<file path="src/amph_pkg.sv">
// Shared types and constants for the acceleration magnitude peak-hold block.
package amph_pkg;

	// Default axis width in bits (two's complement milli-g).
	localparam int AXIS_WIDTH_DEF = 14;

	// Axis select codes for the shared squaring multiplier.
	typedef enum logic [1:0] {
		AXIS_X = 2'd0,
		AXIS_Y = 2'd1,
		AXIS_Z = 2'd2
	} amph_axis_t;

	// Commands from the controller to the datapath.
	typedef struct packed {
		logic       load;
		logic       square;
		logic       root_start;
		logic       root_step;
		logic       finish;
		amph_axis_t sel;
	} amph_cmd_t;

	// Status from the datapath to the controller.
	typedef struct packed {
		logic out_free;
	} amph_sts_t;

endpackage

</file>
<file path="src/accel_magnitude_peak_hold.sv">
// Each sample passes through the squaring of its three axes, the root loop (one root bit per
// cycle) and a finish step, which sets out_valid; a clear item goes straight to its finish step.
// Items are taken one at a time: no new sample or clear item is taken in until the last one has
// left its finish step. A finished result waits in the output register while the next item is
// taken in; an untaken result holds the next one in its finish state. Reset (arst_n low) clears
// the peak, state and output valid.
module accel_magnitude_peak_hold import amph_pkg::*; #(
	parameter int AXIS_WIDTH = AXIS_WIDTH_DEF
) (
	input  logic                  clk,
	input  logic                  arst_n,
	input  logic                  in_valid,
	output logic                  in_ready,
	input  logic                  mode,
	input  logic [AXIS_WIDTH-1:0] accel_x,
	input  logic [AXIS_WIDTH-1:0] accel_y,
	input  logic [AXIS_WIDTH-1:0] accel_z,
	output logic                  out_valid,
	input  logic                  out_ready,
	output logic [AXIS_WIDTH-1:0] magnitude,
	output logic [AXIS_WIDTH-1:0] peak
);

	amph_cmd_t cmd;
	amph_sts_t sts;

	// Controller: one item at a time, square three axes, then one root bit per cycle.
	amph_ctrl #(
		.AXIS_WIDTH(AXIS_WIDTH)
	) u_ctrl (
		.clk     (clk),
		.arst_n  (arst_n),
		.in_valid(in_valid),
		.mode    (mode),
		.in_ready(in_ready),
		.sts     (sts),
		.cmd     (cmd)
	);

	// Datapath: hold operands, accumulate squares, iterate the root, update the peak
	// and hold the result until its transfer.
	amph_dp #(
		.AXIS_WIDTH(AXIS_WIDTH)
	) u_dp (
		.clk      (clk),
		.arst_n   (arst_n),
		.cmd      (cmd),
		.sts      (sts),
		.mode     (mode),
		.accel_x  (accel_x),
		.accel_y  (accel_y),
		.accel_z  (accel_z),
		.out_valid(out_valid),
		.out_ready(out_ready),
		.magnitude(magnitude),
		.peak     (peak)
	);

endmodule

</file>
<file path="src/amph_ctrl.sv">
// Controller state machine: sequences squaring, root steps and result load.
module amph_ctrl import amph_pkg::*; #(
	parameter int AXIS_WIDTH = AXIS_WIDTH_DEF
) (
	input  logic      clk,
	input  logic      arst_n,
	input  logic      in_valid,
	input  logic      mode,
	output logic      in_ready,
	input  amph_sts_t sts,
	output amph_cmd_t cmd
);

	localparam int CNT_W = $clog2(AXIS_WIDTH);
	localparam logic [CNT_W-1:0] SQ_LAST   = CNT_W'(3);
	localparam logic [CNT_W-1:0] ROOT_LAST = CNT_W'(AXIS_WIDTH - 1);

	typedef enum logic [1:0] {
		S_IDLE,
		S_SQUARE,
		S_ROOT,
		S_FINISH
	} state_t;

	state_t           state_q;
	logic [CNT_W-1:0] cnt_q;

	always_ff @(posedge clk or negedge arst_n) begin
		if (!arst_n) begin
			state_q <= S_IDLE;
			cnt_q   <= '0;
		end else begin
			unique case (state_q)
				S_IDLE: begin
					cnt_q <= '0;
					if (in_valid) begin
						state_q <= mode ? S_FINISH : S_SQUARE;
					end
				end
				S_SQUARE: begin
					if (cnt_q == SQ_LAST) begin
						cnt_q   <= '0;
						state_q <= S_ROOT;
					end else begin
						cnt_q <= cnt_q + 1'b1;
					end
				end
				S_ROOT: begin
					if (cnt_q == ROOT_LAST) begin
						cnt_q   <= '0;
						state_q <= S_FINISH;
					end else begin
						cnt_q <= cnt_q + 1'b1;
					end
				end
				S_FINISH: begin
					if (sts.out_free) begin
						state_q <= S_IDLE;
					end
				end
				default: begin
					state_q <= S_IDLE;
				end
			endcase
		end
	end

	always_comb begin
		cmd            = '0;
		cmd.sel        = AXIS_X;
		in_ready       = 1'b0;
		unique case (state_q)
			S_IDLE: begin
				in_ready = 1'b1;
				cmd.load = in_valid;
			end
			S_SQUARE: begin
				cmd.square     = 1'b1;
				cmd.root_start = (cnt_q == SQ_LAST);
				unique case (cnt_q[1:0])
					2'd0:    cmd.sel = AXIS_X;
					2'd1:    cmd.sel = AXIS_Y;
					default: cmd.sel = AXIS_Z;
				endcase
			end
			S_ROOT: begin
				cmd.root_step = 1'b1;
			end
			S_FINISH: begin
				cmd.finish = sts.out_free;
			end
			default: begin
				in_ready = 1'b0;
			end
		endcase
	end

endmodule

</file>
<file path="src/amph_dp.sv">
// Datapath: axis magnitudes, shared squarer, digit-by-digit root, peak and output registers.
module amph_dp import amph_pkg::*; #(
	parameter int AXIS_WIDTH = AXIS_WIDTH_DEF
) (
	input  logic                  clk,
	input  logic                  arst_n,
	input  amph_cmd_t             cmd,
	output amph_sts_t             sts,
	input  logic                  mode,
	input  logic [AXIS_WIDTH-1:0] accel_x,
	input  logic [AXIS_WIDTH-1:0] accel_y,
	input  logic [AXIS_WIDTH-1:0] accel_z,
	output logic                  out_valid,
	input  logic                  out_ready,
	output logic [AXIS_WIDTH-1:0] magnitude,
	output logic [AXIS_WIDTH-1:0] peak
);

	localparam int RAD_W = 2 * AXIS_WIDTH;
	localparam logic [RAD_W-1:0] PROBE_TOP = RAD_W'(1) << (RAD_W - 2);

	logic                  mode_q;
	logic [AXIS_WIDTH-1:0] ax_q, ay_q, az_q;
	logic [AXIS_WIDTH-1:0] op;
	logic [RAD_W-1:0]      prod_q, sum_q;
	logic [RAD_W-1:0]      rem_q, acc_q, probe_q;
	logic [RAD_W:0]        trial;
	logic                  fits;
	logic [AXIS_WIDTH-1:0] mag;
	logic [AXIS_WIDTH-1:0] peak_q, mag_q, peak_out_q;
	logic                  out_valid_q;

	function automatic logic [AXIS_WIDTH-1:0] abs_axis(input logic [AXIS_WIDTH-1:0] v);
		abs_axis = v[AXIS_WIDTH-1] ? (~v + 1'b1) : v;
	endfunction

	always_comb begin
		case (cmd.sel)
			AXIS_X:  op = ax_q;
			AXIS_Y:  op = ay_q;
			default: op = az_q;
		endcase
	end

	assign trial = {1'b0, acc_q} + {1'b0, probe_q};
	assign fits  = {1'b0, rem_q} >= trial;
	assign mag   = mode_q ? '0 : acc_q[AXIS_WIDTH-1:0];

	// Operand capture, squaring and root iteration carry no reset.
	always_ff @(posedge clk) begin
		if (cmd.load) begin
			mode_q <= mode;
			ax_q   <= abs_axis(accel_x);
			ay_q   <= abs_axis(accel_y);
			az_q   <= abs_axis(accel_z);
			prod_q <= '0;
			sum_q  <= '0;
		end
		if (cmd.square) begin
			prod_q <= RAD_W'(op) * RAD_W'(op);
			sum_q  <= sum_q + prod_q;
		end
		if (cmd.root_start) begin
			rem_q   <= sum_q + prod_q;
			acc_q   <= '0;
			probe_q <= PROBE_TOP;
		end else if (cmd.root_step) begin
			if (fits) begin
				rem_q <= rem_q - trial[RAD_W-1:0];
				acc_q <= (acc_q >> 1) + probe_q;
			end else begin
				acc_q <= acc_q >> 1;
			end
			probe_q <= probe_q >> 2;
		end
		if (cmd.finish) begin
			mag_q <= mag;
			if (mode_q) begin
				peak_out_q <= '0;
			end else if (mag > peak_q) begin
				peak_out_q <= mag;
			end else begin
				peak_out_q <= peak_q;
			end
		end
	end

	always_ff @(posedge clk or negedge arst_n) begin
		if (!arst_n) begin
			peak_q      <= '0;
			out_valid_q <= 1'b0;
		end else begin
			if (cmd.finish) begin
				if (mode_q) begin
					peak_q <= '0;
				end else if (mag > peak_q) begin
					peak_q <= mag;
				end
				out_valid_q <= 1'b1;
			end else if (out_ready) begin
				out_valid_q <= 1'b0;
			end
		end
	end

	assign sts.out_free = !out_valid_q || out_ready;
	assign out_valid    = out_valid_q;
	assign magnitude    = mag_q;
	assign peak         = peak_out_q;

endmodule

</file>
<file path="config.mk">
export PLATFORM = sky130hd
export DESIGN_NAME = accel_magnitude_peak_hold
export DESIGN_NICKNAME = d
export VERILOG_FILES = /design/src/amph_pkg.sv /design/src/accel_magnitude_peak_hold.sv /design/src/amph_ctrl.sv /design/src/amph_dp.sv
export SDC_FILE = /design/constraint.sdc
export NUM_CORES = 1
export LEC_CHECK = 0
export BUFFER_PORTS_ARGS = -buffer_cell sky130_fd_sc_hd__buf_2
export CAP_MARGIN = 0
export CORE_MARGIN = 5
export CORE_UTILIZATION = 40
export CTS_CLUSTER_DIAMETER = 120
export DETAILED_ROUTE_END_ITERATION = 16
export SYNTH_ARGS = -nofsm -noshare
export SYNTH_HDL_FRONTEND = slang
export SYNTH_SLANG_ARGS = --single-unit
</file>
<file path="constraint.sdc">
create_clock -name clk -period 10.8 [get_ports clk]
set_clock_uncertainty 0.15 [all_clocks]
set_input_delay 1.08 -clock clk [delete_from_list [all_inputs] [get_ports clk]]
set_output_delay 1.08 -clock clk [all_outputs]
set_load 0.02 [all_outputs]
</file>
==> metrics <==
status=finished, final reports clean; WL per Instance=15.65 µm; number of gates resized after CTS=0; number of synthesized flops with an enable pin=154; die area=53090 µm²; Setup violations, final=0; unrepaired setup endpoints after global routing=no; pin count of the biggest net entering global routing=74; met1 Track Usage GR=20.93%; vias=~15000; Util after Layout=between 40% and 50%; post-CTS setup buffers=0; CTS hold repair buffers=0; setup_tns=0 ns; first-pass GRT wire length=about 72000 µm; required time worst endpoint=10.92 ns; # clock sinks=217; Peak Freq=0.1119 GHz; Placeable Area=47950 µm²; met3 Track Usage GR=1.905%; HP Start=u_dp.probe_q[26]$_SDFFE_PP1P_; Final Slew Violations=0; gr usage total=15.98%; Final nets=about 2500; Worst-path clk slew=0.06 ns; Synth Flop Type=edfxtp_1; Pre-antenna DRT Iters=5; GP Congestion=0.8985; CP Max Fanout=23; Most Crowded Layer GR=met2; maxcap violations=0; Area growth, synth to finish=9.826%; initial antenna violation count=0; nature of the critical path endpoint=flop; final hold violations=0; grt ovf=0; FF-to-FF End=u_dp.prod_q[26]$_SDFFCE_PP0P_; CTS Root Cell=clkbuf_16; HP Class=flop to flop; post-route ant nets=0; Worst-Margin Slew=1.091 ns; Synth cell types=between 70 and 80; 1st-iter DRT viols=816; cells after synthesis=between 2000 and 2500; Die Ht=~230 µm; most frequent cells in the layout=inv_1 (242), ha_1 (193), nor2_1 (185), nand2_1 (183), edfxtp_1 (154); CTS Buf Count=26; DP Worst Slack=1.752 ns; CTS tree=built; origin of the critical flop-to-flop path=u_ctrl.state_q[1]$_DFFE_PN0P_; final hold slack=0.3513 ns; syn_nets=2435; die width=230.4 µm; part of the cycle the worst path needs=approximately 83%; Yosys top cell by area=edfxtp_1; drc violations=0; Syn Area/Cell=9.369 µm²; CTS max path bufs=3; site row count=80; number of fill cells=4587; Post-synth ARST share=9.677%; flop2flop setup slack=about 1.9 ns; commonest non-fill, non-tap cell in the layout=inv_1; final HPWL from detailed placement=around 34000 µm; GR Util met2=between 20% and 30%; Cell Area, Synth=19430 µm²; top post-synthesis cells by area=edfxtp_1 (24%), ha_1 (12%), fa_1 (12%); yosys warns=0; sequential share of the synthesized area=30.83%; multi-input logic area=around 12000 µm²; startpoint types=flop; FF+latch area=roughly 6000 µm²; hold path endpoint=u_dp.probe_q[26]$_SDFFE_PP1P_; vias per inst=5.299; worst-skew pair later-pin latency=0.55 ns; post-route setup slack=approximately 1.9 ns; number of I/O port buffers=76; fin crit period=8.938 ns; ant diodes=0; Crit path arrival time=9.06 ns; worst relative slew slack=26.80%; Yosys top cell area share=23.80%; vias in the first global route=14740; overall routed net length=between 40000 and 50000 µm; FF+latch count, synth=217; # IOs=77; Reg2Reg Depth=26; Initial Util=40.53%; critical path class=flop to flop; hold depth=2; share of cells above drive strength 1=7.778%; H-tree depth=1
[flip-flops by register name, summed over array words and instances, names as in the netlist, 14 cells and up]
register / count
u_dp.acc_q: 28
u_dp.rem_q: 28
u_dp.sum_q: 28
u_dp.prod_q: 27
u_dp.ax_q: 14
u_dp.ay_q: 14
u_dp.az_q: 14
u_dp.magnitude: 14
u_dp.peak: 14
u_dp.peak_q: 14
u_dp.probe_q: 14
[through the flow]
| stage | instances | cell area (µm²) |
|---|---|---|
| final | 2762 | 21340 |
| after global routing | 2762 | 21340 |
| after CTS | 2762 | 21340 |
| after detailed placement | 2715 | 20450 |
| after global placement | 2715 | 20450 |
| after floorplan | 2074 | 19430 |
[final cells by class]
cell class | count | area share, %
Clock inverter | 14 | 0.9029
Sequential cell | 217 | 28.07
Clock buffer | 33 | 3.272
Timing Repair Buffer | 91 | 2.310
Inverter | 248 | 4.362
Multi-Input combinational cell | 1544 | 57.48
Tap cell | 615 | 3.606
[worst max-delay path: stages (launching register included)]
cell,delay (ns)
dfrtp_1,0.43
inv_1,0.10
ha_1,0.14
buf_4,0.25
nand2_1,0.44
mux2i_1,0.24
o21ai_1,0.87
nand2_1,0.28
fa_1,0.56
fa_1,0.51
inv_1,0.05
fa_1,0.45
ha_1,0.32
fa_1,0.53
inv_1,0.05
fa_1,0.49
inv_1,0.04
ha_1,0.36
a21oi_1,0.30
and2_1,0.19
o221ai_1,0.19
o311ai_0,0.68
a41oi_1,0.30
a211oi_1,0.38
a21oi_1,0.13
xnor2_1,0.16
nor2_1,0.05
[cell families (layout without fill, tap and decap cells)]
group | count (synthesis) | after routing | synth area share, %
AOI/OAI and AO/OA | 456 | 456 | 15.07
xor gates and xnor gates | 140 | 140 | 6.310
adders and majority gates | 314 | 314 | 24.86
buffers and inverters | 313 | 386 | 6.149
DFF | 217 | 217 | 30.83
muxes | 56 | 56 | 2.898
and+or+nand+nor | 578 | 578 | 13.89
[how the worst max path moves through the flow]
stage,from,to,cells past startpoint
2_1_floorplan,u_ctrl.state_q[1]$_DFFE_PN0P_,u_dp.prod_q[26]$_SDFFCE_PP0P_,31
3_3_place_gp,u_ctrl.state_q[1]$_DFFE_PN0P_,u_dp.prod_q[26]$_SDFFCE_PP0P_,26
3_5_place_dp,u_ctrl.state_q[1]$_DFFE_PN0P_,u_dp.prod_q[26]$_SDFFCE_PP0P_,26
4_1_cts,u_ctrl.state_q[1]$_DFFE_PN0P_,u_dp.prod_q[26]$_SDFFCE_PP0P_,26
5_1_grt,u_ctrl.state_q[1]$_DFFE_PN0P_,u_dp.prod_q[26]$_SDFFCE_PP0P_,26
6_report,u_ctrl.state_q[1]$_DFFE_PN0P_,u_dp.prod_q[26]$_SDFFCE_PP0P_,26
[metal layers]
metal / share of wire, % / wire (µm)
met5: 0 / 0
met4: 3.1 / 1335
met3: 3.0 / 1310
met2: 49 / 21120
met1: 45 / 19470
[synthesized netlist by cell type, types with 22 or more instances]
master    count
inv_1       242
ha_1        194
nor2_1      186
nand2_1     183
edfxtp_1    154
fa_1        120
a21oi_1     108
o21ai_0      96
xnor2_1      95
mux2i_1      54
clkbuf_1     51
xor2_1       45
dfxtp_1      42
nor3_1       41
a21o_1       38
a31oi_1      35
o31ai_1      27
nor2b_1      23
o21a_1       22
Power is not shown: default switching activity piles up to over one toggle a cycle in this logic, so the estimate is an artifact.
